[src/design/pngcp_pkg.sv]
// pngcp_pkg: shared types, role codes and constant tables of the PNG chunk parser.
// Holds the signature bytes, chunk type words and the injected hiVe chunk with its CRC.
// No dependencies.
`timescale 1ns / 1ps

package pngcp_pkg;

  localparam int FIFO_DEPTH = 4;
  localparam int FIFO_AW    = $clog2(FIFO_DEPTH);

  localparam logic [2:0] ROLE_SIG  = 3'd0;
  localparam logic [2:0] ROLE_LEN  = 3'd1;
  localparam logic [2:0] ROLE_TYPE = 3'd2;
  localparam logic [2:0] ROLE_DATA = 3'd3;
  localparam logic [2:0] ROLE_CRC  = 3'd4;
  localparam logic [2:0] ROLE_INJ  = 3'd5;
  localparam logic [2:0] ROLE_DROP = 3'd6;

  localparam logic [31:0] TYPE_IEND = 32'h444E4549;
  localparam logic [31:0] TYPE_IHDR = 32'h52444849;
  localparam logic [31:0] TYPE_TEXT = 32'h74584574;
  localparam logic [31:0] TYPE_HIVE = 32'h65566968;

  localparam logic [7:0] SIG_BYTES [8] = '{8'd137, 8'd80, 8'd78, 8'd71,
                                           8'd13, 8'd10, 8'd26, 8'd10};

  localparam int INJ_LEN = 25;
  localparam logic [4:0] INJ_LAST      = 5'd24;
  localparam logic [4:0] INJ_TEXT_LO   = 5'd8;
  localparam logic [4:0] INJ_TEXT_HI   = 5'd20;

  // type "hiVe" then data "Hello, world!"
  localparam logic [7:0] INJ_BODY [17] = '{8'h68, 8'h69, 8'h56, 8'h65,
                                           8'h48, 8'h65, 8'h6C, 8'h6C, 8'h6F,
                                           8'h2C, 8'h20, 8'h77, 8'h6F, 8'h72,
                                           8'h6C, 8'h64, 8'h21};

  typedef struct packed {
    logic [7:0] data;
    logic [2:0] role;
    logic       text;
    logic       chunk_done;
    logic       stream_done;
    logic       sig_error;
    logic       inject;
  } pngcp_rec_t;

  typedef struct packed {
    logic [7:0] data;
    logic [2:0] role;
    logic       text;
    logic       chunk_done;
    logic       stream_done;
    logic       sig_error;
    logic       last;
  } pngcp_res_t;

  function automatic logic [31:0] inj_crc_calc();
    logic [31:0] c;
    c = 32'hFFFFFFFF;
    for (int i = 0; i < 17; i++) begin
      c = c ^ {24'd0, INJ_BODY[i]};
      for (int k = 0; k < 8; k++) begin
        c = c[0] ? (32'hEDB88320 ^ (c >> 1)) : (c >> 1);
      end
    end
    return c ^ 32'hFFFFFFFF;
  endfunction

  localparam logic [31:0] INJ_CRC = inj_crc_calc();

  function automatic logic [7:0] inj_byte(input logic [4:0] idx);
    logic [7:0] b;
    case (idx) inside
      5'd3:          b = 8'd13;
      [5'd4:5'd20]:  b = INJ_BODY[5'(idx - 5'd4)];
      5'd21:         b = INJ_CRC[31:24];
      5'd22:         b = INJ_CRC[23:16];
      5'd23:         b = INJ_CRC[15:8];
      5'd24:         b = INJ_CRC[7:0];
      default:       b = 8'd0;
    endcase
    return b;
  endfunction

endpackage

[src/design/pngcp_front.sv]
// pngcp_front: accepts input bytes, tracks signature and chunk framing, tags each byte.
// Writes one classified request per accepted byte into the queue; uses pngcp_pkg.
`timescale 1ns / 1ps

module pngcp_front import pngcp_pkg::*; (
  input  logic       clk,
  input  logic       rst,
  input  logic       push,
  input  logic [7:0] in_byte,
  output logic       full,
  input  logic       inject_enable_we,
  input  logic       inject_enable,
  input  logic       q_full,
  output logic       q_wr,
  output pngcp_rec_t q_rec
);

  typedef enum logic [6:0] {
    PH_SIG  = 7'b0000001,
    PH_LEN  = 7'b0000010,
    PH_TYPE = 7'b0000100,
    PH_DATA = 7'b0001000,
    PH_CRC  = 7'b0010000,
    PH_DONE = 7'b0100000,
    PH_ERR  = 7'b1000000
  } phase_t;

  phase_t      phase, phase_next;
  logic [1:0]  field_idx, field_idx_next;
  logic [2:0]  sig_idx, sig_idx_next;
  logic [31:0] frame_len, frame_len_next;
  logic [31:0] remaining, remaining_next;
  logic [31:0] type_word, type_word_next;
  logic        inj_en;
  logic        accept;

  assign full   = q_full;
  assign accept = push && !q_full;
  assign q_wr   = accept;

  always_comb begin
    phase_next     = phase;
    field_idx_next = field_idx;
    sig_idx_next   = sig_idx;
    frame_len_next = frame_len;
    remaining_next = remaining;
    type_word_next = type_word;
    q_rec             = '0;
    q_rec.data        = in_byte;
    unique case (phase)
      PH_SIG: begin
        if (in_byte == SIG_BYTES[sig_idx]) begin
          q_rec.role = ROLE_SIG;
          if (sig_idx == 3'd7) begin
            sig_idx_next   = 3'd0;
            field_idx_next = 2'd0;
            phase_next     = PH_LEN;
          end else begin
            sig_idx_next = sig_idx + 3'd1;
          end
        end else begin
          phase_next      = PH_ERR;
          q_rec.role      = ROLE_DROP;
          q_rec.sig_error = 1'b1;
        end
      end
      PH_LEN: begin
        frame_len_next = {frame_len[23:0], in_byte};
        q_rec.role     = ROLE_LEN;
        if (field_idx == 2'd3) begin
          field_idx_next = 2'd0;
          phase_next     = PH_TYPE;
        end else begin
          field_idx_next = field_idx + 2'd1;
        end
      end
      PH_TYPE: begin
        type_word_next = {in_byte, type_word[31:8]};
        q_rec.role     = ROLE_TYPE;
        if (field_idx == 2'd3) begin
          field_idx_next = 2'd0;
          remaining_next = frame_len;
          phase_next     = (frame_len != 32'd0) ? PH_DATA : PH_CRC;
        end else begin
          field_idx_next = field_idx + 2'd1;
        end
      end
      PH_DATA: begin
        q_rec.role     = ROLE_DATA;
        q_rec.text     = (type_word == TYPE_TEXT) || (type_word == TYPE_HIVE);
        remaining_next = remaining - 32'd1;
        if (remaining == 32'd1) begin
          phase_next = PH_CRC;
        end
      end
      PH_CRC: begin
        q_rec.role = ROLE_CRC;
        if (field_idx == 2'd3) begin
          field_idx_next   = 2'd0;
          q_rec.chunk_done = 1'b1;
          if (type_word == TYPE_IEND) begin
            phase_next        = PH_DONE;
            q_rec.stream_done = 1'b1;
          end else begin
            phase_next   = PH_LEN;
            q_rec.inject = (type_word == TYPE_IHDR) && inj_en;
          end
        end else begin
          field_idx_next = field_idx + 2'd1;
        end
      end
      PH_DONE: begin
        q_rec.role        = ROLE_DROP;
        q_rec.stream_done = 1'b1;
      end
      PH_ERR: begin
        q_rec.role      = ROLE_DROP;
        q_rec.sig_error = 1'b1;
      end
      default: begin
        phase_next      = PH_ERR;
        q_rec.role      = ROLE_DROP;
        q_rec.sig_error = 1'b1;
      end
    endcase
  end

  always_ff @(posedge clk) begin
    if (rst) begin
      phase     <= PH_SIG;
      field_idx <= 2'd0;
      sig_idx   <= 3'd0;
      frame_len <= 32'd0;
      remaining <= 32'd0;
      type_word <= 32'd0;
      inj_en    <= 1'b0;
    end else begin
      if (inject_enable_we) begin
        inj_en <= inject_enable;
      end
      if (accept) begin
        phase     <= phase_next;
        field_idx <= field_idx_next;
        sig_idx   <= sig_idx_next;
        frame_len <= frame_len_next;
        remaining <= remaining_next;
        type_word <= type_word_next;
      end
    end
  end

endmodule

[src/design/pngcp_fifo.sv]
// pngcp_fifo: short queue of classified requests between front and back.
// Register file with read and write pointers; uses pngcp_pkg.
`timescale 1ns / 1ps

module pngcp_fifo import pngcp_pkg::*; (
  input  logic             clk,
  input  logic             rst,
  input  logic             wr,
  input  pngcp_rec_t       wr_rec,
  input  logic             rd,
  output pngcp_rec_t       rd_rec,
  output logic             q_full,
  output logic             q_empty,
  output logic [FIFO_AW:0] count
);

  pngcp_rec_t           mem [FIFO_DEPTH];
  logic [FIFO_AW-1:0]   wptr, rptr;
  logic                 do_wr, do_rd;

  assign q_full  = (count == (FIFO_AW+1)'(FIFO_DEPTH));
  assign q_empty = (count == '0);
  assign do_wr   = wr && !q_full;
  assign do_rd   = rd && !q_empty;
  assign rd_rec  = mem[rptr];

  always_ff @(posedge clk) begin
    if (do_wr) begin
      mem[wptr] <= wr_rec;
    end
  end

  always_ff @(posedge clk) begin
    if (rst) begin
      wptr  <= '0;
      rptr  <= '0;
      count <= '0;
    end else begin
      if (do_wr) begin
        wptr <= wptr + FIFO_AW'(1);
      end
      if (do_rd) begin
        rptr <= rptr + FIFO_AW'(1);
      end
      case ({do_wr, do_rd})
        2'b10:   count <= count + (FIFO_AW+1)'(1);
        2'b01:   count <= count - (FIFO_AW+1)'(1);
        default: count <= count;
      endcase
    end
  end

endmodule

[src/design/pngcp_back.sv]
// pngcp_back: drains queued requests into the result register and plays out the hiVe chunk.
// Uses pngcp_pkg for the result struct and the injected byte table.
`timescale 1ns / 1ps

module pngcp_back import pngcp_pkg::*; (
  input  logic       clk,
  input  logic       rst,
  input  logic       q_empty,
  input  pngcp_rec_t q_rec,
  output logic       q_rd,
  input  logic       pop,
  output logic       empty,
  output pngcp_res_t res
);

  logic       out_valid, out_valid_next;
  logic       inj_active, inj_active_next;
  logic [4:0] inj_idx, inj_idx_next;
  logic       load;
  pngcp_res_t res_next;

  assign empty = !out_valid;
  assign load  = !out_valid || pop;

  always_comb begin
    out_valid_next  = out_valid;
    inj_active_next = inj_active;
    inj_idx_next    = inj_idx;
    res_next        = res;
    q_rd            = 1'b0;
    if (load) begin
      if (inj_active) begin
        out_valid_next = 1'b1;
        res_next       = '0;
        res_next.data  = inj_byte(inj_idx);
        res_next.role  = ROLE_INJ;
        res_next.text  = (inj_idx >= INJ_TEXT_LO) && (inj_idx <= INJ_TEXT_HI);
        res_next.last  = (inj_idx == INJ_LAST);
        if (inj_idx == INJ_LAST) begin
          inj_active_next = 1'b0;
        end else begin
          inj_idx_next = inj_idx + 5'd1;
        end
      end else if (!q_empty) begin
        q_rd                 = 1'b1;
        out_valid_next       = 1'b1;
        res_next.data        = q_rec.data;
        res_next.role        = q_rec.role;
        res_next.text        = q_rec.text;
        res_next.chunk_done  = q_rec.chunk_done;
        res_next.stream_done = q_rec.stream_done;
        res_next.sig_error   = q_rec.sig_error;
        res_next.last        = !q_rec.inject;
        inj_active_next      = q_rec.inject;
        inj_idx_next         = 5'd0;
      end else begin
        out_valid_next = 1'b0;
      end
    end
  end

  always_ff @(posedge clk) begin
    res <= res_next;
  end

  always_ff @(posedge clk) begin
    if (rst) begin
      out_valid  <= 1'b0;
      inj_active <= 1'b0;
      inj_idx    <= 5'd0;
    end else begin
      out_valid  <= out_valid_next;
      inj_active <= inj_active_next;
      inj_idx    <= inj_idx_next;
    end
  end

endmodule

[src/design/png_chunk_stream_parser.sv]
// Top level of the PNG chunk stream parser: front classifier, request queue, result back end.
// Depends on pngcp_pkg, pngcp_front, pngcp_fifo and pngcp_back.
`timescale 1ns / 1ps

// Takes one PNG byte per cycle while full is low and gives one tagged result per byte,
// one per cycle while pop is held; each byte passes the request queue and the result
// register. The last CRC byte of an IHDR chunk, with inject_enable set, is followed by
// 25 injected results, which hold the result port; meanwhile the front keeps taking
// bytes until the 4-entry request queue is full. Framing is decided in the front in the
// cycle a byte is taken; the result register on the output side sets the rate.
// inject_enable is written through inject_enable_we and applies from the next byte.

module png_chunk_stream_parser import pngcp_pkg::*; (
  input  logic       clk,
  input  logic       rst,
  input  logic       push,
  output logic       full,
  input  logic [7:0] in_byte,
  input  logic       inject_enable_we,
  input  logic       inject_enable,
  output logic       empty,
  input  logic       pop,
  output logic [7:0] out_byte,
  output logic [2:0] byte_role,
  output logic       text_data,
  output logic       chunk_done,
  output logic       stream_done,
  output logic       sig_error,
  output logic       last
);

  logic             q_wr, q_rd, q_full, q_empty;
  logic [FIFO_AW:0] q_count;
  pngcp_rec_t       wr_rec, rd_rec;
  pngcp_res_t       res;

  pngcp_front u_front (
    .clk              (clk),
    .rst              (rst),
    .push             (push),
    .in_byte          (in_byte),
    .full             (full),
    .inject_enable_we (inject_enable_we),
    .inject_enable    (inject_enable),
    .q_full           (q_full),
    .q_wr             (q_wr),
    .q_rec            (wr_rec)
  );

  pngcp_fifo u_fifo (
    .clk     (clk),
    .rst     (rst),
    .wr      (q_wr),
    .wr_rec  (wr_rec),
    .rd      (q_rd),
    .rd_rec  (rd_rec),
    .q_full  (q_full),
    .q_empty (q_empty),
    .count   (q_count)
  );

  pngcp_back u_back (
    .clk     (clk),
    .rst     (rst),
    .q_empty (q_empty),
    .q_rec   (rd_rec),
    .q_rd    (q_rd),
    .pop     (pop),
    .empty   (empty),
    .res     (res)
  );

  assign out_byte    = res.data;
  assign byte_role   = res.role;
  assign text_data   = res.text;
  assign chunk_done  = res.chunk_done;
  assign stream_done = res.stream_done;
  assign sig_error   = res.sig_error;
  assign last        = res.last;

  a_empty_after_reset: assert property (@(posedge clk) rst |=> empty)
    else $error("result pending right after reset");

  a_queue_bound: assert property (@(posedge clk) disable iff (rst)
    q_count <= (FIFO_AW+1)'(FIFO_DEPTH))
    else $error("request queue overfilled");

  a_injection_unbroken: assert property (@(posedge clk) disable iff (rst)
    (pop && !empty && !last) |=> !empty)
    else $error("gap inside an injected chunk");

  a_error_dropped: assert property (@(posedge clk) disable iff (rst)
    (!empty && sig_error) |-> (byte_role == ROLE_DROP))
    else $error("byte after signature error not dropped");

endmodule

[config.mk]
export PLATFORM = sky130hd
export DESIGN_NAME = png_chunk_stream_parser
export DESIGN_NICKNAME = d
export VERILOG_FILES = /design/src/design/pngcp_pkg.sv /design/src/design/pngcp_front.sv /design/src/design/pngcp_fifo.sv /design/src/design/pngcp_back.sv /design/src/design/png_chunk_stream_parser.sv
export SDC_FILE = /design/constraint.sdc
export NUM_CORES = 1
export LEC_CHECK = 0
export BUFFER_PORTS_ARGS = -buffer_cell sky130_fd_sc_hd__buf_4
export CAP_MARGIN = 5
export CORE_MARGIN = 5
export CORE_UTILIZATION = 35
export DETAILED_ROUTE_END_ITERATION = 10
export HOLD_SLACK_MARGIN = 0.06
export MAX_ROUTING_LAYER = met4
export PLACE_DENSITY = 0.56
export SLEW_MARGIN = 10
export SYNTH_ARGS = -nofsm -noshare
export SYNTH_HDL_FRONTEND = slang
export SYNTH_SLANG_ARGS = --single-unit
[constraint.sdc]
create_clock -name clk -period 5.5 [get_ports clk]
set_input_delay 0.55 -clock clk [delete_from_list [all_inputs] [get_ports clk]]
set_output_delay 0.55 -clock clk [all_outputs]
set_load 0.01 [all_outputs]
======== Yosys cells after proc, flatten, opt, wreduce, memory -nomap -nowiden ========
Memories as Yosys holds them, arrays and structs flattened. A register that Yosys moved wholly into a read port is not among the register bits.
Cells that the tools add are included.
operators by class
  order comparisons ....................... 5
  reduce and logical (&&, ||, !) cells .... 28
  eq/ne operators ......................... 32
  $add $sub $neg .......................... 9
  muxes and demuxes ....................... 55
  bitwise operators ....................... 3
operator list
  kind                     count
  $eq A32 B31 Y1 const B   4
  $mux W8                  10
  $pmux W32 S2             1
  $mux W7                  6
  $pmux W7 S6              1
  $eq A32 B1 Y1 const B    1
  $mux W16                 2
  $mux W32                 1
  $reduce_bool A32 Y1      1
  $sub A32 B1 Y32 const B  1
  $eq A5 B5 Y1 const B     4
  $mux W5                  4
  $mux W1                  16
  $pmux W3 S5              1
  $mux W2                  6
  $ne A2 B1 Y1 const B     6
  $reduce_and A3 Y1        3
  $eq A8 B8 Y1             1
  $eq A7 B1 Y1 const B     1
  $eq A7 B2 Y1 const B     1
  $eq A7 B3 Y1 const B     1
  $eq A7 B4 Y1 const B     1
  $eq A7 B5 Y1 const B     1
  $eq A7 B6 Y1 const B     1
  36 further kinds         57
storage, ports and cells
  input port bits ......................... 14
  memories ................................ 3
  bits in read-only memories .............. 320
  memory bits (writable) .................. 64
  word-level logic and storage cells ...... 155
  register bits after elaboration ......... 139
  output and inout bits ................... 18
memory list
  memory            depth  bits a word  read ports  clocked after Yosys merged registers in  write ports  line               source
  (name not given)  32     8            1           0                                        0            pngcp_pkg.sv:76    [5'd4:5'd20]: b = INJ_BODY[5'(idx - 5'd4)];
  (name not given)  8      8            1           0                                        0            pngcp_front.sv:52  if (in_byte == SIG_BYTES[sig_idx]) begin
  u_fifo.mem        4      16           1           1                                        1            pngcp_fifo.sv:17   pngcp_rec_t mem [FIFO_DEPTH];

======== Logic depth before layout (Yosys ltp) ========
Gate-level depths: netlist (run 1).
  depth in word-level cells ............... 8
  gate-level depth with buffers ........... 11
  mapped depth without buffers ............ 9

======== Hierarchy ========
Synthesis (run 1) repeated with hierarchy kept, for this count alone.
second synthesis, totals
  cells, all modules ...................... 1035
  area total of the unflattened synthesis .. 9947.0 um2
by module, submodules not included
  module       area each (um2)  cells each  instances  seq. area each (um2)
  pngcp_front  5655.4           748         1          2182.1
  pngcp_fifo   2821.5           138         1          2102.0
  pngcp_back   1470.2           149         1          620.6

======== Worst setup path after synthesis (run 1) ========
OpenSTA, ideal clock, no wires.
  kind .................................... register to register
  from .................................... reg u_fifo.count[2]
  to ...................................... reg u_fifo.count[2]
  data arrival time ....................... 2.618 ns
  required time ........................... 5.430 ns
  buffers on the path ..................... 2
  cell stages (with the launch flop) ...... 12
  slack ................................... 2.812 ns
  library setup time ...................... 0.070 ns
  clock period less this slack ............ 2.688 ns
  path through ............................ dfxtp_1 -> nor3b_1 -> nor2b_1 -> clkbuf_1 -> inv_1 -> buf_1 -> ha_1 -> inv_1 -> fa_1 -> xor2_1 -> or3_1 -> a21oi_1
between the ends
  elaborated cells between the ends (all ways) .. 16
  those cells by class .................... add/sub (2); eq/ne (3); mux (4); reduce/logical (7)
RTL lines
  element                                            line                                 source
  start: declaration                                 pngcp_fifo.sv:14                     output logic [FIFO_AW:0] count
  start signal: assignment                           pngcp_fifo.sv:46                     2'b10: count <= count + (FIFO_AW+1)'(1);
  start signal: assignment                           pngcp_fifo.sv:47                     2'b01: count <= count - (FIFO_AW+1)'(1);
  start signal: assignment                           pngcp_fifo.sv:48                     default: count <= count;
  $eq A3 B3 Y1 (*)                                   pngcp_fifo.sv:21                     assign q_full = (count == (FIFO_AW+1)'(FIFO_DEPTH));
  via full                                           png_chunk_stream_parser.sv:17        output logic full,
  $logic_not A1 Y1 (*)                               pngcp_front.sv:38, pngcp_fifo.sv:23
  $logic_and A1 B1 Y1                                pngcp_front.sv:38                    assign accept = push && !q_full;
  $logic_and A1 B1 Y1 (*)                            pngcp_fifo.sv:23                     assign do_wr = wr && !q_full;
  $eq A2 B1 Y1 or $eq A2 B2 Y1 (tied branches)       pngcp_fifo.sv:45                     case ({do_wr, do_rd})
  $pmux W3 S2 or $reduce_bool A2 Y1 (tied branches)  n/a
Mark *: on every way through the listed nets, which the timed path passes. The rest lies on a longest branch.
A chain may end at the register's enable or synchronous reset.

======== Worst setup path after layout (run 1) ========
  from .................................... reg u_front.phase[4]
  to ...................................... reg u_front.phase[5]
between the ends
  word-level cells in the longest chain between the ends .. 4
  elaborated cells between the ends (all ways) .. 16
  those cells by class .................... eq/ne (12); mux (1); bitwise (1); reduce/logical (2)
RTL lines
  element                                       line                source
  start: declaration                            pngcp_front.sv:28   phase_t phase, phase_next;
  start signal: assignment                      pngcp_front.sv:142  phase <= phase_next;
  $eq A7 B7 Y1 or $eq A7 B6 Y1 (tied branches)  pngcp_front.sv:50   unique case (phase)
  $reduce_or A2 Y1 (no source line)             n/a
  $not A1 Y1 (no source line)                   n/a
  $reduce_and A7 Y1 (no source line)            n/a
Parallel ways exist; a longest one is shown, timed or not.

==> results of run 1 <==
worst reg2reg max path, delay by kind of cell (launching register included):
kind,cells,cell delay (ns)
DFF,1,0.40
and+or+nand+nor,3,1.78
AOI/OAI and AO/OA,1,0.48
muxes,1,0.32
registers in the layout (all words and copies together), names as in the netlist, named ones only:
signal and cells:
u_back.inj_idx 5, u_back.out_valid 1, u_fifo.mem 64, u_back.res 16, u_front.field_idx 2, u_front.type_word 32
u_fifo.count 3, u_front.frame_len 32, u_fifo.wptr 2, u_front.inj_en 1, u_back.inj_active 1, u_front.sig_idx 3
u_front.remaining 32, u_fifo.rptr 2, u_front.phase 7
layer usage:
metal,vias to the layer above,GRT usage (%),routed length [um]
li1,3769,-,-
met1,3660,21.24,11510
met2,147,24.72,11160
met3,32,2.398,1009
met4,0,3.578,444
met5,-,-,0
power breakdown:
| group | total [mW] | switching [mW] | leakage (nW) | internal [mW] |
|---|---|---|---|---|
| clock | 1.52 | 0.618 | 0.377 | 0.907 |
| combinational | 0.682 | 0.392 | 1.55 | 0.290 |
| sequential | 1.83 | 0.0697 | 1.72 | 1.76 |
how the worst min path moves through the flow:
| stage | slack [ns] | to | startpoint |
|---|---|---|---|
| global placement | 0.44 | u_front.type_word[1]$_SDFFE_PP0P_ | u_front.type_word[1]$_SDFFE_PP0P_ |
| global route | 0.27 | u_front.inj_en$_SDFFE_PP0P_ | inject_enable |
| CTS | 0.27 | u_front.inj_en$_SDFFE_PP0P_ | inject_enable |
| finish | 0.28 | u_front.inj_en$_SDFFE_PP0P_ | inject_enable |
| detailed placement | 0.45 | u_front.type_word[1]$_SDFFE_PP0P_ | u_front.type_word[1]$_SDFFE_PP0P_ |
| floorplan | 0.43 | u_front.type_word[1]$_SDFFE_PP0P_ | u_front.type_word[1]$_SDFFE_PP0P_ |
cells by family (layout without fill, tap and decap cells):
group / after synthesis / after routing / synth area share (%)
buffers and inverters: 89 / 107 / 3.529
adders and majority gates: 25 / 25 / 3.298
xor gates and xnor gates: 17 / 17 / 1.533
DFF: 205 / 205 / 50.50
and+or+nand+nor: 439 / 439 / 21.91
muxes: 22 / 22 / 4.380
AOI/OAI and AO/OA: 246 / 246 / 14.85
metrics by stage:
step                cell area [um^2]  worst slack (ns)  utilization (%)  hold WS, ns
finish                         11020             2.413            39.88       0.2803
global route                   11020             2.248            39.88       0.2702
CTS                            11020             2.420            39.88       0.2681
detailed placement             10260             2.427            37.13       0.4523
global placement               10260             2.452            37.13       0.4415
floorplan                       9713             2.812                -       0.4323
synthesized netlist by cell type (all sizes together) (3+ instances only):
| master | n | area, um^2 |
|---|---|---|
| nand3 | 25 | 125.1 |
| mux4 | 16 | 360.4 |
| a21oi | 112 | 560.5 |
| dfxtp | 125 | 2502 |
| a211oi | 5 | 37.54 |
| and3 | 3 | 18.77 |
| a21o | 3 | 22.52 |
| or4 | 13 | 105.1 |
| xnor2 | 8 | 70.07 |
| o311ai | 3 | 26.28 |
| clkbuf | 57 | 214.0 |
| edfxtp | 80 | 2402 |
| o31ai | 8 | 60.06 |
| nor3b | 4 | 30.03 |
| nand2b | 9 | 56.30 |
| nor4 | 27 | 190.2 |
| o21ai | 66 | 330.3 |
| ha | 24 | 300.3 |
| nor2b | 7 | 43.79 |
| nor3 | 28 | 145.1 |
| buf | 5 | 27.52 |
| inv | 26 | 97.59 |
| nand4b | 3 | 26.28 |
| o21a | 3 | 22.52 |
| nor2 | 63 | 236.5 |
| xor2 | 9 | 78.83 |
| nor4b | 6 | 58.80 |
| a22o | 5 | 43.79 |
| mux2i | 5 | 50.05 |
| a31oi | 8 | 50.05 |
| or3 | 10 | 62.56 |
| a22oi | 6 | 45.04 |
| and2 | 10 | 62.56 |
| nand2 | 202 | 758.2 |
| nand3b | 5 | 37.54 |
| o211ai | 6 | 45.04 |
| or2 | 8 | 50.06 |
| nand4 | 10 | 62.56 |
cell type report:
cell class | count | area, um^2 | share of cell area, %
flip-flops and latches | 205 | 4905 | 44.51
multi-input cells | 749 | 4487 | 40.72
clock buffers | 31 | 675.6 | 6.132
well taps | 378 | 473.0 | 4.293
repair buffers | 39 | 292.8 | 2.657
inverters | 27 | 101.3 | 0.9198
clock inverters | 10 | 83.83 | 0.7608
==> impl_metrics.csv, run 1 <==
group,metric,value,unit
status,status,"completed",
setup_path,cp.depth,5,
floorplan,fp.dieH,176.6,um
timing,finClkSkew,0.01246,ns
setup_path,crit_path_top_delay_cell,"or4_2",
setup_path,path_class,"flip-flop to flip-flop",
timing,maxSlewHeadroom,26.34,%
synthesis,ys.flop_type,"dfxtp_1",
route,first_iter_violations,733,
finish,final_common_cell,"nand2_1",
timing,rsz0062_at_grt,"false",
route,ant_nets,0,
synthesis,synthArstFlopShare,0,%
synthesis,ys_ff_latch,205,
finish,nNetsFinal,1084,
floorplan,die-area,31180,um^2
hold_path,hold_class,"input pin to flip-flop",
finish,final-instance-count-excl-fill,1439,
floorplan,row_count,61,
setup_path,critPathLaunch,"u_front.phase[4]$_SDFFE_PP0P_",
finish,nFillCells,2723,
route,viasPerCell,5.287,
global_routing,grtUsageTotal,15.58,%
floorplan,core,27630,um^2
setup_path,r2r-start,"u_front.phase[4]$_SDFFE_PP0P_",
clock_network,cts_post_setup_buffers_inserted,0,
clock_network,cts.repair.resized,0,
placement,port_buffers,31,
power_and_ir_drop,power,4.036,mW
timing,hold_violations,0,
hold_path,whs_path_depth,3,
placement,dp.cells,1398,
placement,gp_congestion,0.8560,
clock_network,cts.sink_count,205,
setup_path,endpoint,"u_front.phase[5]$_SDFFE_PP0P_",
synthesis,yosys_warnings,0,
timing,final.period_utilization,56.12,%
setup_path,path_delay_family,"simple AND/OR/NAND/NOR gates",
synthesis,synth_edf_count,80,
clock_network,path_clk_slew,0.06,ns
route,wl,24120,um
finish,syn_to_final_growth,13.44,%
setup_path,r2r_end,"u_front.phase[5]$_SDFFE_PP0P_",
floorplan,die_width,176.6,um
setup_path,arrival,3.49,ns
power_and_ir_drop,peakVddDrop,0.1680,mV
timing,fmax,324.0,MHz
clock_network,clock_latency,0.51,ns
route,drc_errors,0,
clock_network,cts_max_level,1,
setup_path,crit_fanout,61,
route,wl_per_cell,16.76,um
setup_path,worst_setup_path_start_kind,"flip-flop",
floorplan,io_pins,32,
timing,worst_pin_slew,1.105,ns
job,max_cap_viol_count,0,
clock_network,cts_root_buffer,"clkbuf_16",
power_and_ir_drop,p_leak,3.645,nW
global_routing,antenna_found_initial,1,
synthesis,ys_seq_area_share,50.50,%
clock_network,clock_path_buffers,3,
synthesis,syn-num-nets,1082,
synthesis,syn-cell-area,9713,um^2
setup_path,path_cells,"or2_2 -> or4_2 -> o221ai_2 -> or2_1 -> mux2_4",
route,vias,7608,
timing,slew_viol_final,0,
global_routing,grt_pass1_vias,7145,
timing,finalCriticalPeriod,3.087,ns
setup_path,r2r_slack,2.41,ns
clock_network,cts_tree,"built",
synthesis,syn_area_per_cell,9.313,um^2
global_routing,grt_start_max_net_pins,84,
floorplan,start_util,35.16,%
finish,drive_gt1_share,10.84,%
timing,setup_viol,0,
timing,fin_tns_setup,0,ns
clock_network,cts_buffers,23,
finish,antenna_cells,0,
synthesis,synth_cells,1043,
placement,dp_hpwl,15880,um
clock_network,cts_hold_buf,0,
power_and_ir_drop,power.density,366.3,nW/um^2
route,dr.pass1.iters,5,
global_routing,grt_pass1_wl,38560,um
setup_path,max_stage_delay,1.13,ns
global_routing,grt_overflow,0,
finish,final_cell_mix,"202 x nand2_1, 125 x dfxtp_1, 112 x a21oi_1",
setup_path,crit_buf_inv,0,
synthesis,yosys.cell_types.count,73,
setup_path,cp-end-kind,"flip-flop",
setup_path,required,5.90,ns
setup_path,worst_r2r_path_depth,5,
No activity file was read; power rests on OpenSTA's default activity.
==> inputs of run 2 (changes only) <==
Clock period 5.5 ns to 3.1 ns, I/O delays scaled along.
==> impl_metrics.csv, run 2 (synthesized netlist as in run 1, its figures left out) <==
group,metric,value,unit
setup_path,crit_buf_inv,1,
finish,syn_to_final_growth,15.20,%
route,dr.pass1.iters,7,
finish,largest_register_ffs,64,
route,ant_nets,0,
floorplan,fp.dieH,176.6,um
hold_path,hold_end,"u_fifo.mem[3][12]$_DFFE_PP_",
global_routing,grt_pass1_wl,39170,um
clock_network,cts.repair.resized,0,
timing,maxSlewHeadroom,42.75,%
setup_path,required,3.49,ns
hold_path,hold_class,"input pin to flip-flop",
hold_path,min-delay-start,"in_byte[4]",
global_routing,grt_overflow,0,
route,wl_met2,11240,um
clock_network,cts_root_buffer,"clkbuf_16",
setup_path,worst_setup_path_start_kind,"flip-flop",
power_and_ir_drop,seqPwrFrac,45.1,%
finish,final_common_cell,"nand2_1",
finish,final_cell_mix,"202 x nand2_1, 125 x dfxtp_1, 112 x a21oi_1",
timing,finalCriticalPeriod,2.700,ns
floorplan,die_width,176.6,um
clock_network,cts.sink_count,205,
timing,slew_viol_final,0,
route,top_layer,"met4",
power_and_ir_drop,p_int,5.274,mW
timing,hold_violations,0,
job,max_cap_viol_count,0,
timing,fin_tns_setup,0,ns
clock_network,clock_latency,0.51,ns
clock_network,cts_tree,"built",
power_and_ir_drop,clkPwrFrac,37.4,%
hold_path,whs_path_depth,1,
timing,setup_viol,0,
power_and_ir_drop,p_sw_share,26.63,%
timing,rsz0062_at_grt,"false",
floorplan,start_util,35.16,%
setup_path,r2r-start,"u_front.sig_idx[1]$_SDFFE_PP0P_",
finish,antenna_cells,0,
setup_path,worst_r2r_path_depth,8,
global_routing,grt_start_max_net_pins,53,
route,met3_length,998,um
global_routing,antenna_found_initial,1,
route,drc_errors,0,
global_routing,grt_pass1_vias,7241,
timing,fmax,370.3,MHz
finish,largest-register,"u_fifo.mem",
clock_network,path_clk_slew,0.06,ns
setup_path,crit_fanout,5,
clock_network,cts_buffers,23,
finish,nNetsFinal,1107,
finish,final-instance-count-excl-fill,1463,
floorplan,core,27630,um^2
power_and_ir_drop,power.density,642.4,nW/um^2
clock_network,cts_max_level,1,
power_and_ir_drop,power.switching,1.914,mW
floorplan,row_count,61,
route,wl_per_cell,16.56,um
route,wl,24230,um
setup_path,max_stage_delay,0.41,ns
setup_path,r2r_end,"u_front.phase[5]$_SDFFE_PP0P_",
route,first_iter_violations,582,
floorplan,die-area,31180,um^2
route,drt-met1-wl,11440,um
route,vias,7726,
power_and_ir_drop,power,7.188,mW
status,status,"completed",
finish,drive_gt1_share,12.07,%
timing,finClkSkew,0.01132,ns
timing,final.period_utilization,87.10,%
setup_path,path_class,"flip-flop to flip-flop",
setup_path,path_cells,"inv_1 -> ha_1 -> and2_1 -> or3_1 -> a221o_1 -> nor4_1 -> or2_1 -> mux2_4",
floorplan,io_pins,32,
placement,dp.cells,1418,
setup_path,crit_path_top_delay_cell,"dfxtp_1",
clock_network,clock_path_buffers,3,
setup_path,cp-end-kind,"flip-flop",
power_and_ir_drop,pwr-share-comb,17.5,%
placement,dp_hpwl,16350,um
setup_path,r2r_slack,0.40,ns
setup_path,arrival,3.09,ns
global_routing,grtUsageTotal,15.70,%
placement,gp_congestion,0.8290,
setup_path,path_delay_family,"simple AND/OR/NAND/NOR gates",
clock_network,cts_post_setup_buffers_inserted,0,
route,viasPerCell,5.281,
timing,worst_pin_slew,0.8575,ns
power_and_ir_drop,peakVddDrop,0.3245,mV
placement,port_buffers,31,
power_and_ir_drop,p_leak,3.750,nW
## run 2: cell types whose count changed in the layout (fill, tap and decap cells not counted)
cell,previous run,this run
clkbuf_4,0,1
inv_4,0,1
buf_4,39,59
clkbuf_1,1,6
clkinvlp_4,2,0
clkinv_2,6,3
clkbuf_8,7,4
dlygate4sd3_1,0,3
clkbuf_2,0,1
clkbuf_16,23,24
## run 2: worst reg2reg max path, stage by stage, from the launching register on
cell and delay, ns:
dfxtp_1 0.41, inv_1 0.12, ha_1 0.25, and2_1 0.18, or3_1 0.30, a221o_1 0.38, nor4_1 0.35, or2_1 0.26
mux2_4 0.32
## run 2: worst max path at each step
stage	depth (start not counted)	endpoint	slack, ns	start
2_1_floorplan	11	u_fifo.count[2]$_SDFFE_PP0P_	0.41	u_fifo.count[2]$_SDFFE_PP0P_
6_report	8	u_front.phase[5]$_SDFFE_PP0P_	0.40	u_front.sig_idx[1]$_SDFFE_PP0P_
4_1_cts	8	u_front.phase[5]$_SDFFE_PP0P_	0.40	u_front.sig_idx[1]$_SDFFE_PP0P_
3_3_place_gp	8	u_front.phase[5]$_SDFFE_PP0P_	0.48	u_front.sig_idx[1]$_SDFFE_PP0P_
3_5_place_dp	8	u_front.phase[5]$_SDFFE_PP0P_	0.44	u_front.sig_idx[1]$_SDFFE_PP0P_
5_1_grt	8	u_front.phase[5]$_SDFFE_PP0P_	0.18	u_front.sig_idx[1]$_SDFFE_PP0P_
## run 2: repair_timing
item,4_1_cts,5_1_grt
hold buffers,3,0
hold endpoints to repair,5,0
endpoints found under the setup margin,0,0
## run 2: power by group through the flow
stage	combinational (mW)	sequential, mW	clock [mW]
after floorplan	0.789	3.30	0
after global placement	1.29	3.30	0
after detailed placement	1.29	3.31	0
after CTS	1.29	3.25	2.77
after global routing	1.38	3.27	2.87
final	1.26	3.24	2.69
## run 2: cell type report
type | count | area (um^2)
Clock inverter | 6 | 60.06
Tap cell | 378 | 473.0
Timing Repair Buffer | 62 | 473.0
Sequential cell | 205 | 4905
Clock buffer | 36 | 690.7
Inverter | 27 | 101.3
Multi-Input combinational cell | 749 | 4487
Fill cell | 2796 | 16440
## run 2: stage by stage
| stage | hold slack, ns | instance area (um^2) | setup WS [ns] | util (%) |
|---|---|---|---|---|
| 2_1_floorplan | 0.4089 | 9713 | 0.4119 | - |
| 3_3_place_gp | 0.4407 | 10410 | 0.4753 | 37.67 |
| 3_5_place_dp | 0.4529 | 10410 | 0.4350 | 37.67 |
| 4_1_cts | 0.06306 | 11190 | 0.4016 | 40.50 |
| 5_1_grt | 0.06872 | 11190 | 0.1847 | 40.50 |
| 6_report | 0.07907 | 11190 | 0.3998 | 40.50 |
## run 2: layer usage
metal | up-vias | GRT usage, %
li1 | 3815 | -
met1 | 3711 | 21.31
met2 | 162 | 25.10
met3 | 38 | 1.970
met4 | 0 | 4.094
met5 | - | -
